`config.mk`:
```
export PLATFORM = sky130hd
export DESIGN_NAME = rgb_hue_rotate_top
export DESIGN_NICKNAME = d
export VERILOG_FILES = /design/src/rtl/rhr_pkg.sv /design/src/rtl/rhr_sort.sv /design/src/rtl/rhr_div_stage.sv /design/src/rtl/rhr_wrap.sv /design/src/rtl/rhr_rebuild.sv /design/src/rtl/rgb_hue_rotate_top.sv
export SDC_FILE = /design/constraint.sdc
export NUM_CORES = 1
export LEC_CHECK = 0
export ABC_AREA = 1
export BUFFER_PORTS_ARGS = -buffer_cell sky130_fd_sc_hd__buf_2
export CAP_MARGIN = 5
export CORE_ASPECT_RATIO = 1.75
export CORE_UTILIZATION = 65
export CTS_CLUSTER_SIZE = 20
export DETAILED_ROUTE_END_ITERATION = 10
export GPL_ROUTABILITY_DRIVEN = 1
export MAX_ROUTING_LAYER = met4
export PLACE_DENSITY = 0.82
export SETUP_SLACK_MARGIN = 0.2
export SLEW_MARGIN = 20
export SYNTH_ARGS = -nofsm -noshare
export SYNTH_HDL_FRONTEND = slang
export SYNTH_SLANG_ARGS = --single-unit
```
`constraint.sdc`:
```
create_clock -name clk -period 14.45 [get_ports clk]
set_clock_uncertainty 0.1 [all_clocks]
set_input_delay 0 -clock clk [delete_from_list [all_inputs] [get_ports clk]]
set_output_delay 0 -clock clk [all_outputs]
set_load 0.005 [all_outputs]
```
`src/rtl/rhr_pkg.sv`:
```
// Shared types, sextant codes and a helper function for the hue rotation pipeline.
`timescale 1ns / 1ps

package rhr_pkg;

	// Sextant codes, named by channel order from largest to smallest.
	localparam logic [2:0] SX_RGB = 3'd0; // r >= g >= b, rising
	localparam logic [2:0] SX_GRB = 3'd1; // g >  r >= b, falling
	localparam logic [2:0] SX_GBR = 3'd2; // g >= b >  r, rising
	localparam logic [2:0] SX_BGR = 3'd3; // b >  g >  r, falling
	localparam logic [2:0] SX_BRG = 3'd4; // b >  r >= g, rising
	localparam logic [2:0] SX_RBG = 3'd5; // r >= b >  g, falling

	localparam logic [3:0] SX_COUNT = 4'd6;

	// Per-pixel context carried down the pipeline.
	typedef struct packed {
		logic       grey;
		logic [7:0] red;
		logic [7:0] green;
		logic [7:0] blue;
		logic [7:0] hi;
		logic [7:0] lo;
		logic [7:0] delta;
		logic [2:0] sext;
	} rhr_ctx_t;

	// Partial state of the position divider.
	typedef struct packed {
		logic [7:0] rem;
		logic [7:0] bits;
		logic [7:0] quo;
	} rhr_div_t;

	// floor(x / 255), exact while the quotient stays below 256.
	function automatic logic [7:0] div255(input logic [16:0] x);
		logic [16:0] t;
		begin
			t = x + {8'd0, x[16:8]} + 17'd1;
			return t[15:8];
		end
	endfunction

endpackage

```
`src/rtl/rhr_sort.sv`:
```
// First stage: sort the channels, pick the sextant, form the divider operands.
`timescale 1ns / 1ps

module rhr_sort (
	input  logic               clk,
	input  logic               arst_n,
	input  logic               en,
	input  logic               in_valid,
	input  logic [7:0]         red,
	input  logic [7:0]         green,
	input  logic [7:0]         blue,
	output logic               out_valid,
	output rhr_pkg::rhr_ctx_t  ctx_s1,
	output rhr_pkg::rhr_div_t  div_s1
);

	logic [7:0]  hi, mid, lo, num;
	logic [2:0]  sext;
	logic [15:0] dividend;
	rhr_pkg::rhr_ctx_t ctx_d;

	always_comb begin
		if (red >= green) begin
			if (red >= blue) begin
				hi = red;
				if (green >= blue) begin
					mid = green; lo = blue; sext = rhr_pkg::SX_RGB;
				end else begin
					mid = blue; lo = green; sext = rhr_pkg::SX_RBG;
				end
			end else begin
				hi = blue; mid = red; lo = green; sext = rhr_pkg::SX_BRG;
			end
		end else begin
			if (green >= blue) begin
				hi = green;
				if (red >= blue) begin
					mid = red; lo = blue; sext = rhr_pkg::SX_GRB;
				end else begin
					mid = blue; lo = red; sext = rhr_pkg::SX_GBR;
				end
			end else begin
				hi = blue; mid = green; lo = red; sext = rhr_pkg::SX_BGR;
			end
		end

		// falling sextants measure from the top
		num      = sext[0] ? (hi - mid) : (mid - lo);
		dividend = {num, 8'd0} - {8'd0, num};

		ctx_d.grey  = (hi == lo);
		ctx_d.red   = red;
		ctx_d.green = green;
		ctx_d.blue  = blue;
		ctx_d.hi    = hi;
		ctx_d.lo    = lo;
		ctx_d.delta = hi - lo;
		ctx_d.sext  = sext;
	end

	always_ff @(posedge clk or negedge arst_n) begin
		if (!arst_n) begin
			out_valid <= 1'b0;
		end else if (en) begin
			out_valid <= in_valid;
		end
	end

	always_ff @(posedge clk) begin
		if (en && in_valid) begin
			ctx_s1       <= ctx_d;
			div_s1.rem   <= dividend[15:8];
			div_s1.bits  <= dividend[7:0];
			div_s1.quo   <= 8'd0;
		end
	end

endmodule

```
`src/rtl/rhr_div_stage.sv`:
```
// One divider stage: two restoring division steps toward the sextant position.
`timescale 1ns / 1ps

module rhr_div_stage (
	input  logic               clk,
	input  logic               arst_n,
	input  logic               en,
	input  logic               in_valid,
	input  rhr_pkg::rhr_ctx_t  ctx_in,
	input  rhr_pkg::rhr_div_t  div_in,
	output logic               out_valid,
	output rhr_pkg::rhr_ctx_t  ctx_q,
	output rhr_pkg::rhr_div_t  div_q
);

	rhr_pkg::rhr_div_t d;
	logic [8:0] t;

	always_comb begin
		d = div_in;
		for (int i = 0; i < 2; i++) begin
			t = {d.rem, d.bits[7]};
			if (t >= {1'b0, ctx_in.delta}) begin
				t     = t - {1'b0, ctx_in.delta};
				d.quo = {d.quo[6:0], 1'b1};
			end else begin
				d.quo = {d.quo[6:0], 1'b0};
			end
			// remainder stays below the divisor
			d.rem  = t[7:0];
			d.bits = {d.bits[6:0], 1'b0};
		end
	end

	always_ff @(posedge clk or negedge arst_n) begin
		if (!arst_n) begin
			out_valid <= 1'b0;
		end else if (en) begin
			out_valid <= in_valid;
		end
	end

	always_ff @(posedge clk) begin
		if (en && in_valid) begin
			ctx_q <= ctx_in;
			div_q <= d;
		end
	end

endmodule

```
`src/rtl/rhr_wrap.sv`:
```
// Add the hue shift to the position and wrap the sextant.
`timescale 1ns / 1ps

module rhr_wrap (
	input  logic               clk,
	input  logic               arst_n,
	input  logic               en,
	input  logic               in_valid,
	input  logic [10:0]        hue_shift,
	input  rhr_pkg::rhr_ctx_t  ctx_in,
	input  logic [7:0]         pos_in,
	output logic               out_valid,
	output rhr_pkg::rhr_ctx_t  ctx_s6,
	output logic [7:0]         pos_s6
);

	localparam logic [3:0] SX_COUNT_X2 = 4'(2 * rhr_pkg::SX_COUNT);

	logic [11:0] sum;
	logic [3:0]  t;
	logic [3:0]  wrapped;
	rhr_pkg::rhr_ctx_t ctx_d;

	always_comb begin
		sum = {4'd0, pos_in} + {1'b0, hue_shift};
		t   = {1'b0, ctx_in.sext} + sum[11:8];
		if (t >= {SX_COUNT_X2})
			wrapped = t - SX_COUNT_X2;
		else if (t >= rhr_pkg::SX_COUNT)
			wrapped = t - rhr_pkg::SX_COUNT;
		else
			wrapped = t;
		ctx_d      = ctx_in;
		ctx_d.sext = wrapped[2:0];
	end

	always_ff @(posedge clk or negedge arst_n) begin
		if (!arst_n) begin
			out_valid <= 1'b0;
		end else if (en) begin
			out_valid <= in_valid;
		end
	end

	always_ff @(posedge clk) begin
		if (en && in_valid) begin
			ctx_s6 <= ctx_d;
			pos_s6 <= sum[7:0];
		end
	end

endmodule

```
`src/rtl/rhr_rebuild.sv`:
```
// Last two stages: scale the position by delta, then rebuild the channels.
`timescale 1ns / 1ps

module rhr_rebuild (
	input  logic               clk,
	input  logic               arst_n,
	input  logic               en_s7,
	input  logic               en_s8,
	input  logic               in_valid,
	input  rhr_pkg::rhr_ctx_t  ctx_in,
	input  logic [7:0]         pos_in,
	output logic               valid_s7,
	output logic               valid_s8,
	output logic [23:0]        pixel_s8
);

	rhr_pkg::rhr_ctx_t ctx_s7;
	logic [15:0] prod_s7;
	logic [7:0]  up, dn, inc, dec;
	logic [7:0]  ro, go, bo;

	always_ff @(posedge clk or negedge arst_n) begin
		if (!arst_n) begin
			valid_s7 <= 1'b0;
			valid_s8 <= 1'b0;
		end else begin
			if (en_s7) begin
				valid_s7 <= in_valid;
			end
			if (en_s8) begin
				valid_s8 <= valid_s7;
			end
		end
	end

	always_ff @(posedge clk) begin
		if (en_s7 && in_valid) begin
			ctx_s7  <= ctx_in;
			prod_s7 <= {8'd0, ctx_in.delta} * {8'd0, pos_in};
		end
	end

	always_comb begin
		// floor and ceiling of delta*pos/255
		up  = rhr_pkg::div255({1'b0, prod_s7});
		dn  = rhr_pkg::div255({1'b0, prod_s7} + 17'd254);
		inc = ctx_s7.lo + up;
		dec = ctx_s7.hi - dn;
		unique case (ctx_s7.sext)
			rhr_pkg::SX_RGB: begin ro = ctx_s7.hi; go = inc;       bo = ctx_s7.lo; end
			rhr_pkg::SX_GRB: begin ro = dec;       go = ctx_s7.hi; bo = ctx_s7.lo; end
			rhr_pkg::SX_GBR: begin ro = ctx_s7.lo; go = ctx_s7.hi; bo = inc;       end
			rhr_pkg::SX_BGR: begin ro = ctx_s7.lo; go = dec;       bo = ctx_s7.hi; end
			rhr_pkg::SX_BRG: begin ro = inc;       go = ctx_s7.lo; bo = ctx_s7.hi; end
			default:         begin ro = ctx_s7.hi; go = ctx_s7.lo; bo = dec;       end
		endcase
		if (ctx_s7.grey) begin
			ro = ctx_s7.red;
			go = ctx_s7.green;
			bo = ctx_s7.blue;
		end
	end

	always_ff @(posedge clk) begin
		if (en_s8 && valid_s7) begin
			pixel_s8 <= {bo, go, ro};
		end
	end

endmodule

```
`src/rtl/rgb_hue_rotate_top.sv`:
```
// Top level of the RGB hue rotation pipeline.
`timescale 1ns / 1ps

// Channel      Direction  Transaction
// s_*          in         one RGB pixel: tdata = red, green, blue (low to high)
// m_*          out        one rotated pixel, same packing as the input
// hue_shift_*  in         write of the hue shift register, no handshake
//
// Every pixel passes through the pipeline stages: sort, four divider stages of two
// quotient bits each, shift and wrap, the delta*position multiply, then the rebuild
// that lands in the output register. One pixel enters per clock while s_tready is high.
// Reset clears all valid bits and sets the hue shift to zero.
// A stage advances whenever it is empty or the stage after it advances, so bubbles
// collapse and a stalled output holds its pixel while upstream keeps filling.

module rgb_hue_rotate_top (
	input  logic        clk,
	input  logic        arst_n,
	input  logic        s_tvalid,
	output logic        s_tready,
	input  logic [23:0] s_tdata,          // red_in, green_in, blue_in
	output logic        m_tvalid,
	input  logic        m_tready,
	output logic [23:0] m_tdata,          // red_out, green_out, blue_out
	input  logic        hue_shift_wr_en,
	input  logic [10:0] hue_shift_wr_data
);

	localparam int DIV_STAGES = 4;

	logic [10:0] hue_shift_q;

	// stage valids and enables; index 0 is the sort stage
	logic [DIV_STAGES:0]      dv;
	logic [DIV_STAGES:0]      den;
	rhr_pkg::rhr_ctx_t        dctx [DIV_STAGES+1];
	rhr_pkg::rhr_div_t        ddiv [DIV_STAGES+1];

	logic                     v6, en6;
	logic                     v7, en7, en8;
	rhr_pkg::rhr_ctx_t        ctx6;
	logic [7:0]               pos6;

	always_ff @(posedge clk or negedge arst_n) begin
		if (!arst_n) begin
			hue_shift_q <= 11'd0;
		end else if (hue_shift_wr_en) begin
			hue_shift_q <= hue_shift_wr_data;
		end
	end

	// Advance chain: output register first, then back toward the input.
	assign en8 = !m_tvalid || m_tready;
	assign en7 = !v7 || en8;
	assign en6 = !v6 || en7;

	always_comb begin
		den[DIV_STAGES] = !dv[DIV_STAGES] || en6;
		for (int k = DIV_STAGES - 1; k >= 0; k--) begin
			den[k] = !dv[k] || den[k+1];
		end
	end

	assign s_tready = den[0];

	rhr_sort u_sort (
		.clk       (clk),
		.arst_n    (arst_n),
		.en        (den[0]),
		.in_valid  (s_tvalid),
		.red       (s_tdata[7:0]),
		.green     (s_tdata[15:8]),
		.blue      (s_tdata[23:16]),
		.out_valid (dv[0]),
		.ctx_s1    (dctx[0]),
		.div_s1    (ddiv[0])
	);

	// Position = 255*num/delta, two quotient bits per stage.
	for (genvar k = 1; k <= DIV_STAGES; k++) begin : g_div
		rhr_div_stage u_div (
			.clk       (clk),
			.arst_n    (arst_n),
			.en        (den[k]),
			.in_valid  (dv[k-1]),
			.ctx_in    (dctx[k-1]),
			.div_in    (ddiv[k-1]),
			.out_valid (dv[k]),
			.ctx_q     (dctx[k]),
			.div_q     (ddiv[k])
		);
	end

	rhr_wrap u_wrap (
		.clk       (clk),
		.arst_n    (arst_n),
		.en        (en6),
		.in_valid  (dv[DIV_STAGES]),
		.hue_shift (hue_shift_q),
		.ctx_in    (dctx[DIV_STAGES]),
		.pos_in    (ddiv[DIV_STAGES].quo),
		.out_valid (v6),
		.ctx_s6    (ctx6),
		.pos_s6    (pos6)
	);

	rhr_rebuild u_rebuild (
		.clk      (clk),
		.arst_n   (arst_n),
		.en_s7    (en7),
		.en_s8    (en8),
		.in_valid (v6),
		.ctx_in   (ctx6),
		.pos_in   (pos6),
		.valid_s7 (v7),
		.valid_s8 (m_tvalid),
		.pixel_s8 (m_tdata)
	);

endmodule
```
; ---- Word-level counts from Yosys, hierarchy flattened
; Index checks and enable logic that the tools add are counted.
[op_classes]
n_mux = 40
n_reduce_logical = 29
mul = 1
n_eq_ne = 5
n_lt_le_gt_ge = 13
add_sub_neg = 22
[op_table]
columns = operator, count
row1 = 2-to-1 mux 8 bit, 22
row2 = subtractor 8 bit, 11
row3 = >= comparator 9 x 8 -> 1 bit, 8
row4 = case mux 8 bit (3 select lines), 3
row5 = adder 16 x 1 -> 16 bit (second input constant), 2
row6 = >= comparator 8 bit, 3
row7 = adder 16 x 8 -> 17 bit (second input constant), 1
row8 = adder 16 x 8 -> 16 bit, 1
row9 = adder 16 x 9 -> 16 bit, 1
row10 = multiplier 8 x 8 -> 16 bit, 1
row11 = subtractor 16 x 8 -> 16 bit, 1
row12 = 2-to-1 mux 3 bit, 5
row13 = adder 8 x 11 -> 12 bit, 1
row14 = adder 8 bit, 1
row15 = equality test 8 bit, 1
row16 = logical AND 1 bit, 8
row17 = zero test 1 bit, 8
row18 = logical OR 1 bit, 8
row19 = 2-to-1 mux 1 bit, 8
row20 = OR reduction 2 bit, 4
row21 = equality test 3 x 2 -> 1 bit (second input constant), 2
row22 = subtractor 3 bit (second input constant), 2
row23 = adder 3 x 4 -> 4 bit, 1
row24 = >= comparator 4 x 3 -> 1 bit (second input constant), 1
row25 = other kinds (5), 6
[word_totals]
output_inout_bits = 26
input_bits = 40
register_bits = 495

; ---- Longest topological paths before layout
[depth]
depth_word = 10
ltp_mapped = 33
depth_no_buf = 33

; ---- By module
; A second synthesis with hierarchy kept.
[hier_totals]
cells_unflattened = 2687
area_unflattened_um2 = 28697.5
[by_module_without_submodules]
columns = module, cells_each, n_inst, seq_area_each_um2, area_per_inst_um2
row1 = rhr_div_stage, 265, 4, 2247.2, 3355.7
row2 = rhr_rebuild, 902, 1, 2572.5, 7479.7
row3 = rhr_sort, 536, 1, 2067.0, 4819.6
row4 = rhr_wrap, 153, 1, 1826.8, 2484.9
row5 = rgb_hue_rotate_top, 36, 1, 275.3, 490.5

; ---- Worst setup path before layout
; OpenSTA, ideal clock, no wires.
[synth_path]
path_type = reg2reg
from = reg u_rebuild.valid_s8
to = reg u_sort.ctx_s1[0] (netlist bit), enable pin
synth_period_minus_slack_ps = 4650
setup_time_ps = 496
arrival_time_ps = 4055
n_path_buf = 0
path_slack_ps = 9800
stages_incl_launch_ff = 18
path_cell_list = dfrtp_1 > inv_1 > nor2_1 > inv_1 > nor2_1 > inv_1 > nor2_1 > inv_1 > nor2_1 > inv_1 > nor2_1 > inv_1 > nor2_1 > inv_1 > nor2_1 > inv_1 > nor2_1 > nor2_1
[synth_via]
elab_chain_cells = 10
[synth_rtl]
columns = element, line
row1 = "start, declared", rhr_rebuild.sv:13  ; output logic valid_s8,
row2 = "start signal, assigned", rhr_rebuild.sv:31  ; valid_s8 <= valid_s7;
row3 = zero test 1 bit, rgb_hue_rotate_top.sv:53  ; assign en8 = !m_tvalid || m_tready;
row4 = logical OR 1 bit, rgb_hue_rotate_top.sv:53
row5 = logical OR 1 bit, rgb_hue_rotate_top.sv:54  ; assign en7 = !v7 || en8;
row6 = logical OR 1 bit, rgb_hue_rotate_top.sv:55  ; assign en6 = !v6 || en7;
row7 = logical OR 1 bit, rgb_hue_rotate_top.sv:58  ; den[DIV_STAGES] = !dv[DIV_STAGES] || en6;
row8 = logical OR 1 bit (4 in a row), rgb_hue_rotate_top.sv:60  ; den[k] = !dv[k] || den[k+1];
row9 = logical AND 1 bit, rhr_sort.sv:70  ; if (en && in_valid) begin
row10 = "end signal, assigned", rhr_sort.sv:71  ; ctx_s1 <= ctx_d;
row11 = "end, declared", rhr_sort.sv:13  ; output rhr_pkg::rhr_ctx_t ctx_s1,
; Every way passes these cells.
; A chain may end at the register's enable or synchronous reset.

==> flow_metrics.env <==
export IMPL_post_synth_and_or_nand_nor_area_fraction=0.1122
export IMPL_synth_ff_latch_count=495
export IMPL_maxSlewHeadroom=0.2751
export IMPL_cts_tree="yes"
export IMPL_syn_area_sq_um=25700
export IMPL_timing_setup_tns_ns=0
export IMPL_hold_path_startpoint="s_tdata[20]"
export IMPL_min_period_over_period=0.3689
export IMPL_drcViolationCount=5
export IMPL_synth_top_cells_by_area="sky130_fd_sc_hd__edfxtp_1 56%, sky130_fd_sc_hd__ha_1 9.1%, sky130_fd_sc_hd__nand2_1 6.1%, sky130_fd_sc_hd__inv_1 5.7%, sky130_fd_sc_hd__fa_1 3.9%"
export IMPL_setup_worst_path_start="s_tdata[23]"
export IMPL_cts_setup_buffers=0
export IMPL_setup_viol_count_final=0
export IMPL_maxClockFrequency_mhz=187.6
export IMPL_synthMuxAreaShare=0.003943
export IMPL_synth_yosys_seq_area_share=0.5746
export IMPL_cap_violations=0
export IMPL_avgSynthCellArea_sq_um=11.04
export IMPL_synth_compound_gate_area_share=0.08091
export IMPL_worstSetupEndpoint="u_sort.div_s1[19]$_DFFE_PP_"
export IMPL_diodes=0
export IMPL_dr_first_iter_drc_count=1112
export IMPL_die_x_um=152.3
export IMPL_hp_class="in -> reg"
export IMPL_buffer_ports_inserted=65
export IMPL_ctsHtreeMaxLevel=2
export IMPL_beginning_of_the_worst_register_to_register_path="u_rebuild.prod_s7[1]$_DFFE_PP_"
export IMPL_grt_ovfl_total=0
export IMPL_worst_r2r_end="u_rebuild.pixel_s8[6]$_DFFE_PP_"
export IMPL_rsz0062_at_grt="false"
export IMPL_post_route_cells_drive_above_1_share=0.07843
export IMPL_grtUsageMet3=0.03128
export IMPL_ports_placed_on_the_boundary=66
export IMPL_clk_pin_slew_ns=0.07
export IMPL_gp_congestion=1.003
export IMPL_critical_path_most_common_cell="sky130_fd_sc_hd__nand2_1"
export IMPL_total_number_of_nets_in_the_final_design=2742
export IMPL_clock_period_minus_worst_slack_ns=5.331
export IMPL_via_count=17050
export IMPL_grt_pass1_wl_mm=91.21
export IMPL_dominant_combinational_cell_family_by_area_after_synthesis="adder cells"
export IMPL_rr_worst_depth=26
export IMPL_groute_usage_overall=0.3057
export IMPL_bufs_on_longest_clock_path=3
export IMPL_die_height_um=265.1
export IMPL_grt_max_degree=69
export IMPL_synth_xor_area_frac=0.03442
export IMPL_mappedNetlistNets=2604
export IMPL_yosysWarnings=0
export IMPL_crit_required_ns=14.65
export IMPL_flow_area_growth_from_synthesis_pct=11.19
export IMPL_die_area_sq_um=40370
export IMPL_critical_path_max_stage_delay_ns=0.58
export IMPL_sequential_cell_area_sq_um=14770
export IMPL_slew_violations=0
export IMPL_number_of_standard_cells_after_synthesis=2328
export IMPL_synth_top_cell_area_share=0.5561
export IMPL_adder_cell_share_of_the_synthesized_area=0.1295
export IMPL_via_count_of_the_first_global_routing_pass=17990
export IMPL_timing_setup_critical_path_class="in -> reg"
export IMPL_core_sq_um=39040
export IMPL_layout_cells_most_common="sky130_fd_sc_hd__edfxtp_1"
export IMPL_slew_at_the_pin_closest_to_its_max_slew_limit_ns=1.076
export IMPL_cts_made_buffers=42
export IMPL_antenna_violations_before_repair=0
export IMPL_sum_of_routed_wire_length_over_all_layers_mm=58.14
export IMPL_clkSinkCount=495
export IMPL_multi_input_area_sq_um=9301
export IMPL_crit_start_category="input port"
export IMPL_post_drt_wl_per_cell_um=19.45
export IMPL_met1_usage=0.2769
export IMPL_critPathMaxFanout=20
export IMPL_failed_checks="design-rule violations"
export IMPL_layout_common_cells="476 x sky130_fd_sc_hd__edfxtp_1, 420 x sky130_fd_sc_hd__nand2_1, 386 x sky130_fd_sc_hd__inv_1"
export IMPL_cts_root_buffer_cell="sky130_fd_sc_hd__clkbuf_16"
export IMPL_final_hold_viol_count=0
export IMPL_dp_final_hpwl_mm=42.80
export IMPL_final_fill_count=2674
export IMPL_ff2ff_setup_slack_ns=9.28
export IMPL_num_rows=96
export IMPL_busiest_layer="met2"
export IMPL_grt_util_met2=0.5971
export IMPL_critical_path_data_arrival_time_ns=5.53
export IMPL_worstSkewPairLatency_ns=0.57
export IMPL_drt_vias_per_instance=5.703
export IMPL_outcome="finished with violations"
export IMPL_floorplan_initialDensity=0.6584
export IMPL_worstHoldPathCells=2
export IMPL_synthDistinctLibCells=51
export IMPL_yosys_area_top_type="sky130_fd_sc_hd__edfxtp_1"
export IMPL_final_antenna_net_count=0
export IMPL_crit_path_top_delay_cell="sky130_fd_sc_hd__nand3_1"
export IMPL_drt_first_pass_iters=10
export IMPL_worstSetupEndpointType="flip-flop"
registers in the layout, summed over array words and instances, names as in the netlist, 4 cells and up:
name and count:
g_div.u_div.ctx_q 208, g_div.u_div.div_q 56, g_div.u_div.out_valid 4, hue_shift_q 11, u_rebuild.ctx_s7 44, u_rebuild.pixel_s8 24
u_rebuild.prod_s7 16, u_sort.ctx_s1 52, u_sort.div_s1 16, u_wrap.ctx_s6 52, u_wrap.pos_s6 8
worst max-delay path: cells and delay by family:
| kind | cells | cell delay [ns] |
|---|---|---|
| AND/OR/NAND/NOR | 16 | 2.64 |
| buffers and inverters | 6 | 1.13 |
| AO/OA/AOI/OAI | 4 | 0.88 |
| adder cells (fa/ha/maj) | 3 | 0.88 |
cell usage after synthesis, drive strengths merged:
| library cell | count |
|---|---|
| a211oi | 5 |
| a21boi | 3 |
| a21o | 6 |
| a21oi | 139 |
| a221oi | 6 |
| a22oi | 2 |
| a311oi | 1 |
| and2 | 2 |
| buf | 12 |
| clkbuf | 27 |
| dfrtp | 19 |
| edfxtp | 476 |
| fa | 50 |
| ha | 186 |
| inv | 395 |
| mux2 | 9 |
| nand2 | 427 |
| nand3 | 71 |
| nand3b | 4 |
| nand4 | 22 |
| nor2 | 139 |
| nor3 | 9 |
| nor4 | 4 |
| o2111ai | 1 |
| o211ai | 14 |
| o21a | 6 |
| o21ai | 146 |
| o21bai | 7 |
| o221ai | 18 |
| o22ai | 10 |
| o31ai | 3 |
| o32a | 1 |
| or2 | 6 |
| or3 | 1 |
| xnor2 | 33 |
| xor2 | 68 |
stage by stage:
step	setup slack (ns)	util	cell area [sq um]	hold WS, ns	cells
6_report	9.119	0.7321	28580	0.09917	2989
5_1_grt	8.658	0.7321	28580	0.09405	2989
4_1_cts	9.246	0.7318	28570	0.05966	2988
3_5_place_dp	9.206	0.6812	26590	-0.1049	2857
3_3_place_gp	9.262	0.6812	26590	-0.1159	2857
2_1_floorplan	9.800	-	25700	-0.3956	2328
layout make-up:
| type | instances | share of cell area |
|---|---|---|
| clock buffer | 53 | 0.04002 |
| sequential | 495 | 0.5168 |
| timing repair buffer | 133 | 0.03433 |
| tap | 490 | 0.02145 |
| inverter | 395 | 0.05201 |
| clock inverter | 24 | 0.009895 |
| multi-input combinational | 1399 | 0.3255 |
worst min-delay path by stage:
| stage | to | slack, ns |
|---|---|---|
| 3_3_place_gp | hue_shift_q[1]$_DFFE_PN0P_ | -0.12 |
| 2_1_floorplan | g_div[1].u_div.out_valid$_DFFE_PN0P_ | -0.40 |
| 6_report | u_sort.ctx_s1[31]$_DFFE_PP_ | 0.1 |
| 4_1_cts | u_sort.ctx_s1[43]$_DFFE_PP_ | 0.06 |
| 5_1_grt | u_sort.ctx_s1[28]$_DFFE_PP_ | 0.09 |
| 3_5_place_dp | hue_shift_q[1]$_DFFE_PN0P_ | -0.10 |
timing repair:
item / in CTS / in global routing
setup endpoints to repair: 0 / 0
hold buffers: 54 / 0
hold endpoints to repair: 67 / 0
resized for setup: 0 / 0
metal layers:
| metal | share of wire | vias up | wire length, um |
|---|---|---|---|
| li1 | - | 8177 | - |
| met1 | 0.33 | 8141 | 19020 |
| met2 | 0.57 | 519 | 33010 |
| met3 | 0.036 | 209 | 2115 |
| met4 | 0.069 | 0 | 3992 |
| met5 | 0 | - | 0 |
logic make-up (layout without fill, tap and decap cells):
kind of cell               Yosys count  after routing
and+or+nand+nor                    685            685
DFF                                495            495
buffers and inverters              434            605
AOI/OAI and AO/OA                  368            368
adders and majority gates          236            236
xor gates and xnor gates           101            101
muxes                                9              9
Power is left out: the tool's default activity adds up to more than one toggle a clock period on the data nets, which glitch-free logic cannot reach.
